`src/rtl/tfr_pkg.sv`:
```
// Shared constants, types and the character-to-tile map of the text renderer.
`default_nettype none

package tfr_pkg;

  localparam int unsigned TILE_SIZE_DEF = 8;
  localparam int unsigned NUM_TILES_DEF = 64;

  localparam int unsigned COORD_W = 12;
  localparam int unsigned COLOR_W = 8;
  localparam int unsigned CFG_W   = 7;
  localparam int unsigned CFG_IDX_W = 2;
  localparam int unsigned IN_DATA_W  = 56;
  localparam int unsigned IN_USER_W  = 2;
  localparam int unsigned OUT_DATA_W = 32;
  localparam int unsigned OUT_USER_W = 3;

  localparam logic [CFG_W-1:0] TPR_RESET    = 7'd26;
  localparam logic [CFG_W-1:0] TCOUNT_RESET = 7'd64;

  // Register indexes
  localparam logic [CFG_IDX_W-1:0] REG_TILES_PER_ROW = 2'd0;
  localparam logic [CFG_IDX_W-1:0] REG_TILE_COUNT    = 2'd1;

  // Item modes
  localparam logic MODE_LOAD = 1'b0;
  localparam logic MODE_DRAW = 1'b1;

  // Result status codes
  localparam logic [1:0] ST_OK       = 2'd0;
  localparam logic [1:0] ST_UNMAPPED = 2'd1;
  localparam logic [1:0] ST_BEYOND   = 2'd2;
  localparam logic [1:0] ST_SKIPPED  = 2'd3;

  // Character codes
  localparam logic [7:0] CH_UPPER_A = 8'h41;
  localparam logic [7:0] CH_UPPER_Z = 8'h5A;
  localparam logic [7:0] CH_LOWER_A = 8'h61;
  localparam logic [7:0] CH_LOWER_Z = 8'h7A;
  localparam logic [7:0] CH_ZERO    = 8'h30;
  localparam logic [7:0] CH_NINE    = 8'h39;
  localparam logic [7:0] CH_DOT     = 8'h2E;
  localparam logic [7:0] CH_COLON   = 8'h3A;
  localparam logic [7:0] CH_BANG    = 8'h21;
  localparam logic [7:0] CH_QUERY   = 8'h3F;
  localparam logic [7:0] CH_PLUS    = 8'h2B;
  localparam logic [7:0] CH_MINUS   = 8'h2D;
  localparam logic [7:0] CH_SLASH   = 8'h2F;
  localparam logic [7:0] CH_SPACE   = 8'h20;

  localparam logic [7:0] PUNCT_OFS = 8'd10;

  typedef struct packed {
    logic       hit;
    logic [7:0] tile;
  } char_map_t;

  function automatic char_map_t map_char(input logic [7:0] ch, input logic [CFG_W-1:0] base);
    char_map_t  m;
    logic [7:0] base8;
    base8  = {1'b0, base};
    m.hit  = 1'b1;
    m.tile = '0;
    if (ch inside {[CH_UPPER_A:CH_UPPER_Z]}) begin
      m.tile = ch - CH_UPPER_A;
    end else if (ch inside {[CH_LOWER_A:CH_LOWER_Z]}) begin
      m.tile = ch - CH_LOWER_A;
    end else if (ch inside {[CH_ZERO:CH_NINE]}) begin
      m.tile = base8 + (ch - CH_ZERO);
    end else begin
      case (ch)
        CH_DOT:   m.tile = base8 + PUNCT_OFS;
        CH_COLON: m.tile = base8 + PUNCT_OFS + 8'd1;
        CH_BANG:  m.tile = base8 + PUNCT_OFS + 8'd2;
        CH_QUERY: m.tile = base8 + PUNCT_OFS + 8'd3;
        CH_PLUS:  m.tile = base8 + PUNCT_OFS + 8'd4;
        CH_MINUS: m.tile = base8 + PUNCT_OFS + 8'd5;
        CH_SLASH: m.tile = base8 + PUNCT_OFS + 8'd6;
        CH_SPACE: m.tile = base8 + PUNCT_OFS + 8'd7;
        default:  m.hit  = 1'b0;
      endcase
    end
    return m;
  endfunction

endpackage

`default_nettype wire

```
`src/rtl/tfr_ctrl.sv`:
```
// Item sequencer: char mapping, tile scan over the store, result register.
`default_nettype none

module tfr_ctrl #(
  parameter int unsigned TILE_SIZE = 8,
  parameter int unsigned NUM_TILES = 64,
  parameter int unsigned ADDR_W    = 12
) (
  input  wire logic                              clk_i,
  input  wire logic                              rst_ni,
  input  wire logic [tfr_pkg::CFG_W-1:0]         tiles_per_row_i,
  input  wire logic [tfr_pkg::CFG_W-1:0]         tile_count_i,
  input  wire logic                              s_axis_tvalid,
  output      logic                              s_axis_tready,
  input  wire logic [tfr_pkg::IN_DATA_W-1:0]     s_axis_tdata,
  input  wire logic [tfr_pkg::IN_USER_W-1:0]     s_axis_tuser,
  output      logic                              m_axis_tvalid,
  input  wire logic                              m_axis_tready,
  output      logic [tfr_pkg::OUT_DATA_W-1:0]    m_axis_tdata,
  output      logic [tfr_pkg::OUT_USER_W-1:0]    m_axis_tuser,
  output      logic                              m_axis_tlast,
  output      logic                              wr_en_o,
  output      logic [ADDR_W-1:0]                 wr_addr_o,
  output      logic [7:0]                        wr_data_o,
  output      logic                              rd_en_o,
  output      logic [ADDR_W-1:0]                 rd_addr_o,
  input  wire logic [7:0]                        rd_data_i
);
  import tfr_pkg::*;

  localparam int unsigned TILE_PIXELS = TILE_SIZE * TILE_SIZE;
  localparam int unsigned IDX_W       = $clog2(TILE_SIZE);

  localparam logic [1:0] S_IDLE   = 2'd0;
  localparam logic [1:0] S_READ   = 2'd1;
  localparam logic [1:0] S_FINISH = 2'd2;
  localparam logic [1:0] S_STATUS = 2'd3;

  // Input fields
  logic               in_mode;
  logic               in_first;
  logic [5:0]         in_tile;
  logic [5:0]         in_poff;
  logic [7:0]         in_pval;
  logic [7:0]         in_char;
  logic [COORD_W-1:0] in_sx;
  logic [COORD_W-1:0] in_sy;

  assign in_mode  = s_axis_tuser[0];
  assign in_first = s_axis_tuser[1];
  assign in_tile  = s_axis_tdata[5:0];
  assign in_poff  = s_axis_tdata[11:6];
  assign in_pval  = s_axis_tdata[19:12];
  assign in_char  = s_axis_tdata[27:20];
  assign in_sx    = s_axis_tdata[39:28];
  assign in_sy    = s_axis_tdata[51:40];

  logic [1:0]         state_q, state_d;
  logic [COORD_W-1:0] cursor_q, cursor_d;
  logic               abort_q, abort_d;
  logic [COORD_W-1:0] sy_q, sy_d;
  logic [1:0]         status_q, status_d;
  logic [ADDR_W-1:0]  addr_q, addr_d;
  logic [IDX_W-1:0]   col_q, col_d, row_q, row_d;
  logic               iss_done_q, iss_done_d;
  logic               rd_valid_q, rd_valid_d;
  logic [IDX_W-1:0]   rd_col_q, rd_col_d, rd_row_q, rd_row_d;
  logic               pend_valid_q, pend_valid_d;
  logic [COORD_W-1:0] pend_x_q, pend_x_d, pend_y_q, pend_y_d;
  logic [7:0]         pend_c_q, pend_c_d;

  logic               out_valid_q, out_valid_d;
  logic [COORD_W-1:0] out_x_q, out_x_d, out_y_q, out_y_d;
  logic [7:0]         out_c_q, out_c_d;
  logic               out_wr_q, out_wr_d;
  logic [1:0]         out_st_q, out_st_d;
  logic               out_last_q, out_last_d;
  logic               out_load;

  logic               accept, out_free, consume, issue;
  char_map_t          cmap;
  logic               beyond;

  assign s_axis_tready = (state_q == S_IDLE);
  assign accept        = s_axis_tvalid && s_axis_tready;
  assign out_free      = !out_valid_q || m_axis_tready;
  assign consume       = rd_valid_q && ((rd_data_i == 8'd0) || !pend_valid_q || out_free);
  assign issue         = (state_q == S_READ) && !iss_done_q && (!rd_valid_q || consume);

  assign cmap   = map_char(in_char, tiles_per_row_i);
  assign beyond = (9'(cmap.tile) >= 9'(tile_count_i)) || (9'(cmap.tile) >= 9'(NUM_TILES));

  // Load path writes straight into the store
  assign wr_en_o   = accept && (in_mode == MODE_LOAD) && (9'(in_tile) < 9'(NUM_TILES))
                     && (7'(in_poff) < 7'(TILE_PIXELS));
  assign wr_addr_o = ADDR_W'(in_tile) * ADDR_W'(TILE_PIXELS) + ADDR_W'(in_poff);
  assign wr_data_o = in_pval;
  assign rd_en_o   = issue;
  assign rd_addr_o = addr_q;

  always_comb begin
    state_d      = state_q;
    cursor_d     = cursor_q;
    abort_d      = abort_q;
    sy_d         = sy_q;
    status_d     = status_q;
    addr_d       = addr_q;
    col_d        = col_q;
    row_d        = row_q;
    iss_done_d   = iss_done_q;
    rd_valid_d   = rd_valid_q;
    rd_col_d     = rd_col_q;
    rd_row_d     = rd_row_q;
    pend_valid_d = pend_valid_q;
    pend_x_d     = pend_x_q;
    pend_y_d     = pend_y_q;
    pend_c_d     = pend_c_q;
    out_load     = 1'b0;
    out_x_d      = '0;
    out_y_d      = '0;
    out_c_d      = '0;
    out_wr_d     = 1'b0;
    out_st_d     = ST_OK;
    out_last_d   = 1'b1;

    case (state_q)
      S_IDLE: begin
        if (accept && (in_mode == MODE_DRAW)) begin
          if (in_first) begin
            cursor_d = in_sx;
            abort_d  = 1'b0;
          end
          if (!in_first && abort_q) begin
            status_d = ST_SKIPPED;
            state_d  = S_STATUS;
          end else if (!cmap.hit) begin
            abort_d  = 1'b1;
            status_d = ST_UNMAPPED;
            state_d  = S_STATUS;
          end else if (beyond) begin
            abort_d  = 1'b1;
            status_d = ST_BEYOND;
            state_d  = S_STATUS;
          end else begin
            addr_d     = ADDR_W'(cmap.tile) * ADDR_W'(TILE_PIXELS);
            col_d      = '0;
            row_d      = '0;
            iss_done_d = 1'b0;
            sy_d       = in_sy;
            state_d    = S_READ;
          end
        end
      end
      S_READ: begin
        if (issue) begin
          addr_d   = addr_q + ADDR_W'(1);
          rd_col_d = col_q;
          rd_row_d = row_q;
          if (col_q == IDX_W'(TILE_SIZE - 1)) begin
            col_d = '0;
            if (row_q == IDX_W'(TILE_SIZE - 1)) begin
              iss_done_d = 1'b1;
            end else begin
              row_d = row_q + IDX_W'(1);
            end
          end else begin
            col_d = col_q + IDX_W'(1);
          end
        end
        if (issue) begin
          rd_valid_d = 1'b1;
        end else if (consume) begin
          rd_valid_d = 1'b0;
        end
        // Hold back one lit pixel so the final one can carry last
        if (consume && (rd_data_i != 8'd0)) begin
          if (pend_valid_q) begin
            out_load   = 1'b1;
            out_x_d    = pend_x_q;
            out_y_d    = pend_y_q;
            out_c_d    = pend_c_q;
            out_wr_d   = 1'b1;
            out_last_d = 1'b0;
          end
          pend_valid_d = 1'b1;
          pend_x_d     = cursor_q + COORD_W'(rd_col_q);
          pend_y_d     = sy_q + COORD_W'(rd_row_q);
          pend_c_d     = rd_data_i;
        end
        if (iss_done_q && !rd_valid_q) begin
          state_d = S_FINISH;
        end
      end
      S_FINISH: begin
        if (out_free) begin
          out_load = 1'b1;
          if (pend_valid_q) begin
            out_x_d  = pend_x_q;
            out_y_d  = pend_y_q;
            out_c_d  = pend_c_q;
            out_wr_d = 1'b1;
          end
          pend_valid_d = 1'b0;
          cursor_d     = cursor_q + COORD_W'(TILE_SIZE);
          state_d      = S_IDLE;
        end
      end
      S_STATUS: begin
        if (out_free) begin
          out_load = 1'b1;
          out_st_d = status_q;
          state_d  = S_IDLE;
        end
      end
      default: state_d = S_IDLE;
    endcase

    if (out_load) begin
      out_valid_d = 1'b1;
    end else if (m_axis_tready) begin
      out_valid_d = 1'b0;
    end else begin
      out_valid_d = out_valid_q;
    end
  end

  always_ff @(posedge clk_i or negedge rst_ni) begin
    if (!rst_ni) begin
      state_q      <= S_IDLE;
      cursor_q     <= '0;
      abort_q      <= 1'b0;
      iss_done_q   <= 1'b1;
      rd_valid_q   <= 1'b0;
      pend_valid_q <= 1'b0;
      out_valid_q  <= 1'b0;
    end else begin
      state_q      <= state_d;
      cursor_q     <= cursor_d;
      abort_q      <= abort_d;
      iss_done_q   <= iss_done_d;
      rd_valid_q   <= rd_valid_d;
      pend_valid_q <= pend_valid_d;
      out_valid_q  <= out_valid_d;
    end
  end

  always_ff @(posedge clk_i) begin
    sy_q     <= sy_d;
    status_q <= status_d;
    addr_q   <= addr_d;
    col_q    <= col_d;
    row_q    <= row_d;
    rd_col_q <= rd_col_d;
    rd_row_q <= rd_row_d;
    pend_x_q <= pend_x_d;
    pend_y_q <= pend_y_d;
    pend_c_q <= pend_c_d;
    if (out_load) begin
      out_x_q    <= out_x_d;
      out_y_q    <= out_y_d;
      out_c_q    <= out_c_d;
      out_wr_q   <= out_wr_d;
      out_st_q   <= out_st_d;
      out_last_q <= out_last_d;
    end
  end

  assign m_axis_tvalid = out_valid_q;
  assign m_axis_tdata  = {out_c_q, out_y_q, out_x_q};
  assign m_axis_tuser  = {out_st_q, out_wr_q};
  assign m_axis_tlast  = out_last_q;

  a_no_read_idle: assert property (@(posedge clk_i) disable iff (!rst_ni)
    (state_q == S_IDLE) |-> !rd_valid_q)
    else $error("store read outstanding while idle");

  a_pend_in_scan: assert property (@(posedge clk_i) disable iff (!rst_ni)
    pend_valid_q |-> ((state_q == S_READ) || (state_q == S_FINISH)))
    else $error("held pixel outside a tile scan");

  a_no_rw_clash: assert property (@(posedge clk_i) disable iff (!rst_ni)
    !(rd_en_o && wr_en_o))
    else $error("store read and load write in the same cycle");

  a_finish_last: assert property (@(posedge clk_i) disable iff (!rst_ni)
    ((state_q == S_FINISH) && out_free) |=> (m_axis_tvalid && m_axis_tlast))
    else $error("character end did not present a final beat");

endmodule

`default_nettype wire

```
`config.mk`:
```
export PLATFORM = sky130hd
export DESIGN_NAME = tfr_ctrl
export DESIGN_NICKNAME = d
export VERILOG_FILES = /design/src/rtl/tfr_pkg.sv /design/src/rtl/tfr_ctrl.sv
export SDC_FILE = /design/constraint.sdc
export NUM_CORES = 1
export LEC_CHECK = 0
export BUFFER_PORTS_ARGS = -buffer_cell sky130_fd_sc_hd__buf_4
export CORE_MARGIN = 3
export CORE_UTILIZATION = 55
export CTS_BUF_LIST = sky130_fd_sc_hd__clkbuf_8 sky130_fd_sc_hd__clkbuf_16
export DETAILED_ROUTE_END_ITERATION = 8
export GPL_ROUTABILITY_DRIVEN = 0
export PLACE_DENSITY = 0.8
export SLEW_MARGIN = 20
export SYNTH_ARGS = -nofsm -noshare
export SYNTH_HDL_FRONTEND = slang
export SYNTH_SLANG_ARGS = --single-unit
```
`constraint.sdc`:
```
create_clock -name clk_i -period 4.9 [get_ports clk_i]
set_clock_uncertainty 0.15 [all_clocks]
set_input_delay 0.735 -clock clk_i [delete_from_list [all_inputs] [get_ports clk_i]]
set_output_delay 0.735 -clock clk_i [all_outputs]
set_load 0.02 [all_outputs]
```
# == Word-level counts from Yosys, hierarchy flattened ==
# Index checks and enable logic that the tools add are counted.
# totals
ff_bits,125
latchBits,0
ram_bits,0
romBits,0
output_inout_bits,72
elab_cells,204
memories,0
# classes
addsub,19
multipliers,0
n_div,0
order_cmp,8
n_eq_ne,27
shifts,0
mux,76
n_bitwise,4
reduce_logical,46
# ops
operator,n
12-bit two-way mux,14
12-bit one-hot mux with 2 select lines,4
8-bit by 6-bit == test with 1-bit output (second input constant),8
8-bit one-hot mux with 8 select lines,1
8-bit two-way mux,6
8-bit by 3-bit adder with 8-bit output (second input constant),4
3-bit two-way mux,9
1-bit two-way mux,26
12-bit by 3-bit adder with 12-bit output,2
8-bit by 7-bit greater-or-equal comparator with 1-bit output (second input constant),3
8-bit by 2-bit adder with 8-bit output (second input constant),2
8-bit by 7-bit less-or-equal comparator with 1-bit output (second input constant),2
2-bit two-way mux,8
2-bit by 1-bit != test with 1-bit output (second input constant),8
8-bit one-hot mux with 2 select lines,1
8-bit AND reduction,2
8-bit by 7-bit subtractor with 8-bit output (second input constant),2
12-bit by 1-bit adder with 12-bit output (second input constant),1
12-bit by 4-bit adder with 12-bit output (second input constant),1
12-bit by 6-bit adder with 12-bit output,1
1-bit logical AND,12
3-bit one-hot mux with 2 select lines,2
2-bit != test (second input constant),5
2-bit AND reduction,5
other kinds (27),51

# == Longest topological paths before layout ==
# Gate-level depths: netlist (run 1).
# depth
word_depth,13
mapped_depth,21

# == Worst setup path before layout (run 1) ==
# Ideal clock, no wire load.
# synth_timing
kind,input to register
start,input s_axis_tdata[24] in the netlist's numbering
end,"register col_q[0], enable pin"
arrival_ps,5003
slack_ps,-645
stages,19
cell_sequence,buf_6 -> nor4b_4 -> a22o_1 -> ha_1 -> a21o_1 -> a21oi_1 -> o22ai_1 -> nand3_1 -> a221oi_1 -> or3_1 -> ha_1 -> a21o_1 -> a21oi_1 -> nand2_1 -> nor4b_1 -> o2111ai_1 -> or2_1 -> buf_6 -> a21oi_1
# synth_via
elab_chain_cells,9
# synth_rtl
element,line_no,rtl
from (decl),tfr_ctrl.sv:15,"input wire logic [tfr_pkg::IN_DATA_W-1:0] s_axis_tdata,"
"8-bit by 6-bit subtractor with 8-bit output, or another cell as far along",tfr_pkg.sv:69,m.tile = base8 + (ch - CH_ZERO);
"7-bit by 8-bit adder with 8-bit output, or another cell as far along",tfr_pkg.sv:69,
8-bit two-way mux,tfr_pkg.sv:68,end else if (ch inside {[CH_ZERO:CH_NINE]}) begin
8-bit two-way mux,tfr_pkg.sv:66,end else if (ch inside {[CH_LOWER_A:CH_LOWER_Z]}) begin
8-bit two-way mux,tfr_pkg.sv:64,if (ch inside {[CH_UPPER_A:CH_UPPER_Z]}) begin
8-bit by 7-bit greater-or-equal comparator with 1-bit output,tfr_ctrl.sv:91,assign beyond = (9'(cmap.tile) >= 9'(tile_count_i)) || (9'(cmap.tile) >= 9'(NUM_TILES));
1-bit logical OR,tfr_ctrl.sv:91,
2-bit != test (no line),--,
6-bit AND reduction (no line) (*),--,
to (signal assigned),tfr_ctrl.sv:251,col_q <= col_d;
to (decl),tfr_ctrl.sv:64,"logic [IDX_W-1:0] col_q, col_d, row_q, row_d;"
# Mark *: on every way between the ends. The rest lies on a longest branch, timed or not.
# A chain may end at the register's enable or synchronous reset.

# == Worst setup path after layout (run 1) ==
# layout_timing
start,input s_axis_tdata[21] in the netlist's numbering
end,"register addr_q[4] (netlist: rd_addr_o[4]), enable pin"
# layout_via
elab_chain_cells,9
# layout_rtl
element,line_no,rtl
"8-bit by 6-bit subtractor with 8-bit output, or another cell as far along",tfr_pkg.sv:69,
"7-bit by 8-bit adder with 8-bit output, or another cell as far along",tfr_pkg.sv:69,
8-bit two-way mux,tfr_pkg.sv:68,
8-bit two-way mux,tfr_pkg.sv:66,
8-bit two-way mux,tfr_pkg.sv:64,
8-bit by 7-bit greater-or-equal comparator with 1-bit output,tfr_ctrl.sv:91,
1-bit logical OR,tfr_ctrl.sv:91,
2-bit != test (no line),--,
6-bit AND reduction (no line) (*),--,
to (signal assigned),tfr_ctrl.sv:250,addr_q <= addr_d;
to (decl),tfr_ctrl.sv:63,"logic [ADDR_W-1:0] addr_q, addr_d;"
# Marked as above.

==> impl_summary.md, run 1 <==
Die
The width of the die is approximately 120 um. The floorplan step set the die height to between 100 and 150 um. The area enclosed by the die boundary is around 15000 um2.

The core region area is 12800 um2. For this configuration, the core starts out at a cell density of 0.568. Pin placement for this block handled around 160 I/O pins. The cell row count is 41.

Global route
The via count of the first global-routing pass is about 5300. In the global route stage, overall resource usage came out at 0.216. Entering global routing, the biggest net connects 38 pins. For this run the aggregate overflow at the end of global routing stands at 0. The number of antenna violations at the first check in global routing is 0. The first-pass GRT wire length is approximately 25 mm.

Clocking
The insertion delay of the later-clocked pin in the worst-skew pair is around 0.41 ns. The clock passes through at most 2 buffers. After clock tree synthesis, the clock-pin slew on the worst setup and hold paths is ~0.060 ns. The count of hold buffers inserted by post-cts repair is 0.

In this run, CTS created clock tree buffers numbering 17. TritonCTS built the clock tree. The tree is rooted in a sky130_fd_sc_hd__clkbuf_16. The number of sinks on the clock net is about 130. The number of H-tree levels is 4.

Logic synthesis
Ranked by total cell area, the synthesized netlist is headed by sky130_fd_sc_hd__edfxtp_1 (44%), sky130_fd_sc_hd__ha_1 (7.9%), sky130_fd_sc_hd__dfrtp_1 (6.2%). The synthesized netlist cell count is 642. Counting flops with an async set or reset pin after synthesis yields a share of 0.152. A synthesized cell averages roughly 11 um2. The share of the yosys chip area belonging to registers is 0.504. The cell area after synthesis is roughly 7300 um2. The number of distinct library cells after synthesis is 71. The synthesized net count is approximately 780.

The portion of synthesized cell area occupied by the leading cell type is 0.439. The warning count from the yosys run is 0. The most used flip-flop cell after synthesis is sky130_fd_sc_hd__edfxtp_1.

The largest total area in the synthesized netlist belongs to sky130_fd_sc_hd__edfxtp_1. In this run, synthesis inferred 106 flip-flops with an integrated enable. After synthesis the netlist holds a flip-flop and latch count of roughly 130.

Pwr
IR analysis of the VDD net gives a maximum drop of 0.000207 V. Power spread over the standard cell area amounts to 450 nW/um2. The switching part of the total is 0.333. Of the total power, the clock network draws 0.263. The fraction of power consumed by sequential logic is 0.401. In this run the power spent charging and discharging nets is 1.38 mW.

Total power for the finished layout comes to between 4 and 5 mW. The combinational share of power is 0.337. The internal portion of total power is 2.76 mW. The leakage power of the design is 3.81 nW.

Cells and area
From synthesis to final layout, the design area changed by 26.8%. The antenna diode count is 0. The final net count is about 900. Of the cells placed in the final design, the portion with a size suffix greater than 1 is 0.302.

The top cell types in the final layout, fill and taps aside, are sky130_fd_sc_hd__buf_4 (161), sky130_fd_sc_hd__edfxtp_1 (106), sky130_fd_sc_hd__and2_1 (44). The library cell used most frequently in the layout, excluding fill and tap cells, is sky130_fd_sc_hd__buf_4.

Setup path
The required time of the critical path is just under 5 ns. Along the worst path, the maximum fanout reaches 7. The data arrival time of the worst path is just under 5 ns.

STA classifies the critical path endpoint as a flip-flop. The classification of the worst setup path is in -> reg. The worst register-to-register path has a depth of 8.

The startpoint class of the critical path is an input pin.

STA
The post-layout worst setup margin is between 0.06 and 0.07 ns. Derived from the worst setup path, the maximum achievable clock frequency is a little over 200 MHz. Of the available clock period, the critical path in the final layout requires 0.987.

For the pin with the worst max-slew slack, the measured transition is ~1.0 ns. Summed over all failing endpoints, the final setup total negative slack is 0 ns. The max-slew violation count is 0.

The number of failing hold endpoints at the final stage is 0. The post-route minimum period is 4.83 ns. In this run the tightest slew margin relative to its limit is 0.300. The final count of negative-setup-slack endpoints is 0.

Run
The number of maximum-capacitance violations is 0.

Hold path
The tightest min-delay check is of the in -> async type.

Routing
The average routed wire per standard cell is roughly 16 um. The detailed router finished its first iteration with a little under 400 violations. Across all layers, the routed design uses between 5000 and 6000 vias. Once detail routing completed, the nets flagged for antenna violations numbered 0. The vias per cell is 5.54. The routed design has ~16 mm of wire. The number of iterations in the first detailed-routing pass is 5. The number of DRC violations after detailed routing is 0.

Placed design
Timing analysis after detailed placement gives a worst setup slack of -0.424 ns. The wire-length estimate of the detail-placed layout is roughly 11 mm. The count of input and output buffers is ~110.

Status
The flow ran to the end, and the final reports show no timing, DRC or antenna violations.
## registers in the layout (all words and copies together) (netlist names), 8 cells and up
| signal | count |
|---|---|
| cursor_q | 12 |
| out_c_q | 8 |
| out_x_q | 12 |
| out_y_q | 12 |
| pend_c_q | 8 |
| pend_x_q | 12 |
| pend_y_q | 12 |
| rd_addr_o | 12 |
| sy_q | 12 |
## synth_stat cells (all sizes together) (6+ instances only)
library cell,count
mux2,8
nor3b,6
and2,44
buf,26
clkbuf,13
ha,46
nand2b,13
o21a,6
o22ai,12
xor2,11
nand2,29
a21o,9
o21ai,32
nor2b,12
inv,40
nor2,32
edfxtp,106
and3,12
nand3,23
a211oi,7
xnor2,35
a21oi,33
nand4,6
dfrtp,18
## power by group through the flow
stage / registers (mW) / logic (mW) / clock network [mW]
after detailed placement: 1.68 / 1.32 / 0
after global routing: 1.69 / 1.52 / 1.16
after CTS: 1.66 / 1.34 / 1.11
after floorplan: 1.82 / 0.710 / 0
after global placement: 1.66 / 1.27 / 0
final: 1.66 / 1.39 / 1.09
## worst max-delay path, stage by stage
cell	delay [ns]
sky130_fd_sc_hd__buf_4	0.12
sky130_fd_sc_hd__inv_1	0.08
sky130_fd_sc_hd__ha_2	0.20
sky130_fd_sc_hd__nor3b_4	0.20
sky130_fd_sc_hd__a22o_1	0.19
sky130_fd_sc_hd__inv_1	0.06
sky130_fd_sc_hd__fa_2	0.35
sky130_fd_sc_hd__nor2b_1	0.18
sky130_fd_sc_hd__o21ai_2	0.09
sky130_fd_sc_hd__buf_4	0.14
sky130_fd_sc_hd__a21oi_1	0.10
sky130_fd_sc_hd__o21ai_0	0.11
sky130_fd_sc_hd__a211oi_1	0.26
sky130_fd_sc_hd__o31a_1	0.24
sky130_fd_sc_hd__ha_4	0.23
sky130_fd_sc_hd__a21oi_1	0.15
sky130_fd_sc_hd__nand2_1	0.11
sky130_fd_sc_hd__nor4b_4	0.33
sky130_fd_sc_hd__o2111ai_2	0.18
sky130_fd_sc_hd__or2_4	0.32
sky130_fd_sc_hd__a21oi_4	0.24
sky130_fd_sc_hd__clkbuf_16	0.20
## repair_timing
| item | in CTS | in global routing |
|---|---|---|
| gates resized for setup | 1 | 20 |
| endpoints found under the setup margin | 3 | 33 |
| cloned | 0 | 1 |
| buffers inserted | 0 | 4 |
| pin swaps | 0 | 12 |
| endpoints found under the hold margin | 0 | 0 |
## routing by layer
| layer | up-vias | GRT usage | routed length, um |
|---|---|---|---|
| li1 | 2597 | - | - |
| met1 | 2574 | 0.257 | 6320 |
| met2 | 182 | 0.382 | 8210 |
| met3 | 24 | 0.0434 | 820 |
| met4 | 0 | 0.0892 | 281 |
| met5 | - | 0 | 0 |
## through the flow
| step | cells | cell area, um2 | hold slack [ns] | utilization |
|---|---|---|---|---|
| floorplan | 642 | 7280 | 0.281 | - |
| global placement | 933 | 8470 | 0.292 | 0.663 |
| detailed placement | 933 | 8470 | 0.303 | 0.663 |
| CTS | 964 | 9000 | 0.0345 | 0.705 |
| global route | 970 | 9200 | 0.0399 | 0.720 |
| finish | 970 | 9200 | 0.0420 | 0.720 |
## cell type report
| class | instances | area [um2] |
|---|---|---|
| Sequential cell | 125 | 3660 |
| Inverter | 40 | 150 |
| Fill cell | 891 | 3570 |
| Clock inverter | 14 | 97.6 |
| Tap cell | 172 | 215 |
| Timing Repair Buffer | 164 | 1280 |
| Clock buffer | 17 | 425 |
| Multi-Input combinational cell | 438 | 3370 |
## path summary, 6_finish.rpt
path,from,end,slack [ns]
worst max register to register,state_q[0],cursor_q[1],1.97
worst max-delay path,s_axis_tdata[21],rd_addr_o[4],0.07
worst min-delay path,rst_ni,state_q[1],0.04
min in group clk_i,row_q[2],rd_row_q[2],0.32
max in group asynchronous,rst_ni,iss_done_q,4.30
worst min register to register,row_q[2],rd_row_q[2],0.32
## logic make-up after synthesis
logic type / after synthesis / share of synthesized area
AND/OR/NAND/NOR: 200 / 0.156
AO/OA/AOI/OAI: 130 / 0.119
flip-flops: 125 / 0.504
buffers and inverters: 79 / 0.0547
adder cells (fa/ha/maj): 50 / 0.0903
XOR/XNOR: 46 / 0.0581
multiplexers: 12 / 0.0179
Note: power is estimated with default switching activity, not from simulation.
==> run 2: changes to the inputs <==
--- a/config.mk
+++ b/config.mk
@@ -6,5 +6,5 @@
 export NUM_CORES = 1
 export LEC_CHECK = 0
-export BUFFER_PORTS_ARGS = -buffer_cell sky130_fd_sc_hd__buf_4
+export BUFFER_PORTS_ARGS = -buffer_cell sky130_fd_sc_hd__clkbuf_2
 export CORE_MARGIN = 3
 export CORE_UTILIZATION = 55
==> constraint.sdc (replaced) <==
create_clock -name clk_i -period 4.9 [get_ports clk_i]
set_clock_uncertainty 0.15 [all_clocks]
set_input_delay 0.98 -clock clk_i [delete_from_list [all_inputs] [get_ports clk_i]]
set_output_delay 0.98 -clock clk_i [all_outputs]
set_load 0.02 [all_outputs]
==> impl_summary.md, run 2 (synthesized netlist as in run 1, its figures left out) <==
Setup path
The number of cells on the critical path is 21 (-4.5%). The worst reg-to-reg setup slack was 1.90 ns (-0.07 ns). The worst reg-to-reg path cell count came to 8 (unchanged). The worst setup path is captured at a flip-flop. The critical path goes through buf_2 -> nor4b_4 -> buf_4 -> buf_4 -> o21ai_1 -> inv_1 -> ha_4 -> nor2b_2 -> o21ai_2 -> a21boi_2 -> a2111oi_4 -> a211oi_1 -> o31a_1 -> ha_4 -> buf_4 -> o2111ai_2 -> nor4b_4 -> o2111ai_2 -> or2_4 -> a21oi_4 -> buf_6.

The required time of the critical path is 4.88 ns (about the same). The data arrival time of the worst path is 4.83 ns (+0.02 ns). On the critical path, the stage with the largest delay is an instance of sky130_fd_sc_hd__a211oi_1. The delay of the slowest cell on the worst path was 0.35 ns (about the same). The startpoint class of the critical path is an input pin. Among the stages of the critical path, the cell type that occurs most often is sky130_fd_sc_hd__buf_4. The maximum net fanout on the critical path came to 8 (+1). By startpoint and endpoint, the worst setup path is classified as in -> reg. The buffer and inverter count on the worst path is 6 (+1). The kind of cell with the highest combined delay along the critical path is compound AO/OA/AOI/OAI gates.

STA
The number of failing hold endpoints at the final stage is 0 (unchanged). The top achievable clock speed is 206 MHz (-0.34%). The slew at the pin closest to its max-slew limit came to 1.06 ns (+0.0107 ns).

The final cycle utilization of the critical path is 0.990 (+0.00334). The worst-case headroom to the max-slew limit is 0.293 (-0.00716). The max-slew violation count came to 0 (unchanged). The final count of negative-setup-slack endpoints was 0 (unchanged).

The post-route minimum period is 4.85 ns (+0.0164 ns). Setup repair after global routing could not meet its margin everywhere.

Hold path
The worst hold path belongs to the class reg -> reg. The depth of the worst hold-timing path is 0.

Routing
The average routed wire per standard cell is 16.1 um (about the same). The detailed-routed wire length on met3 was 749 um (-8.7%). The number of iterations in the first detailed-routing pass is 5 (unchanged). The first-iteration detailed-routing DRC count is 298 (-23%). The met2 wire length is 8.64 mm (+5.2%). The number of DRC violations after detailed routing is 0 (unchanged). The number of nets with antenna violations after detailed routing is 0 (unchanged).

The met1 routed wirelength after detailed routing is 6.41 mm (+1.4%). The final wirelength is 16.1 mm (+3.2%). The vias per cell is 5.45 (-1.7%).

The highest metal layer used by the detailed router is met4. The total via count after detailed routing was 5459 (+1.5%).

Run
The number of maximum-capacitance violations is 0 (unchanged).

Pwr
The leakage power of the design is 3.95 nW (+3.6%). The worst IR drop on VDD is 0.000255 V (+24%). The power density over cell area is 446 nW/um2 (-0.79%).

The total chip power was 4.17 mW (+0.76%).

Die
The area enclosed by the die boundary is 14600 um2 (unchanged). The cell row count is 41 (unchanged). The core region area was 12800 um2 (unchanged).

The width of the die is 121 um (unchanged). The number of top-level pins is 156 (unchanged). The starting density of the core is 0.568 (unchanged). The die height was 121 um (unchanged).

Clocking
TritonCTS built the clock tree. The tree is rooted in a sky130_fd_sc_hd__clkbuf_16. The insertion delay of the later-clocked pin in the worst-skew pair is 0.42 ns (about the same). The number of H-tree levels is 4 (unchanged). The clock transition at the registers of the reported paths is 0.06 ns (about the same).

The number of buffers created by CTS came to 17 (unchanged). The number of sinks on the clock net was 125 (unchanged). The largest buffer count on any clock path is 2 (unchanged).

Global route
The total routing usage reported by global routing was 0.225 (+0.00894). The via count of the first global-routing pass is 5504 (+2.9%). The number of antenna violations at the first check in global routing is 0 (unchanged). The remaining global-route overflow came to 0 (unchanged). The largest net degree at the start of global routing is 38 (unchanged).

The first-pass GRT wire length was 25.7 mm (+2.7%).

Cells and area
The fraction of final layout cells sized beyond drive strength 1 is 0.341 (+0.0390). The layout overhead on the synthesized area is 28.8%. The final net count is 951 (+3.4%). The post-route core utilization was 0.732 (+0.0113).

The number of standard cells in the final layout excluding fillers is 1002 (+3.3%). The antenna diode count is 0 (unchanged). In the layout the commonest cells are sky130_fd_sc_hd__edfxtp_1 (106), sky130_fd_sc_hd__clkbuf_2 (106), sky130_fd_sc_hd__buf_4 (78).

Placed design
The count of input and output buffers was 111 (unchanged). The half-perimeter wire length of the detailed placement result is 11.7 mm (+1.6%). The number of instances in the placed design came to 959 (+2.8%).

Status
The run finished with clean final reports.
-- run 2: area by class of cell --
type / count / area, um2
Inverter: 40 / 168
Timing Repair Buffer: 195 / 1270
Tap cell: 172 / 215
Sequential cell: 125 / 3660
Fill cell: 843 / 3430
Clock inverter: 15 / 151
Multi-Input combinational cell: 438 / 3450
Clock buffer: 17 / 425
-- run 2: metrics by stage --
step	setup TNS (ns)	instance area [um2]	hold slack (ns)	worst slack (ns)
6_report	0	9350	0.313	0.0493
5_1_grt	-3.47	9350	0.309	-0.140
4_1_cts	0	9190	0.308	0.00189
3_5_place_dp	-19.46	8400	0.293	-0.686
3_3_place_gp	-13.08	8400	0.293	-0.446
2_1_floorplan	-6.49	7280	0.281	-0.313
-- run 2: final timing paths --
path / to / start
worst max-delay path: rd_addr_o[0] / s_axis_tdata[27]
worst min-delay path: rd_row_q[2] / row_q[2]
worst max register to register: cursor_q[1] / state_q[1]
worst min register to register: rd_row_q[2] / row_q[2]
max in group asynchronous: iss_done_q / rst_ni
min in group asynchronous: cursor_q[9] / rst_ni
-- run 2: what timing repair did --
action / 4_1_cts / 5_1_grt
gates cloned: 1 / 0
endpoints found under the hold margin: 0 / 0
hold buffers: 0 / 0
buffers inserted: 7 / 4
pin swaps: 21 / 23
setup endpoints to repair: 32 / 33
resized for setup: 26 / 36
-- run 2: report_power, final --
part | switching, mW | internal [mW] | total [mW] | leakage (nW)
clock | 0.517 | 0.673 | 1.19 | 0.276
sequential | 0.155 | 1.50 | 1.66 | 1.21
combinational | 0.780 | 0.541 | 1.32 | 2.47
total | 1.45 | 2.72 | 4.17 | 3.95
-- run 2: layer usage --
metal	vias to the layer above	GRT usage
met4	0	0.0928
met2	162	0.411
li1	2664	-
met5	-	0
met3	26	0.0476
met1	2607	0.254
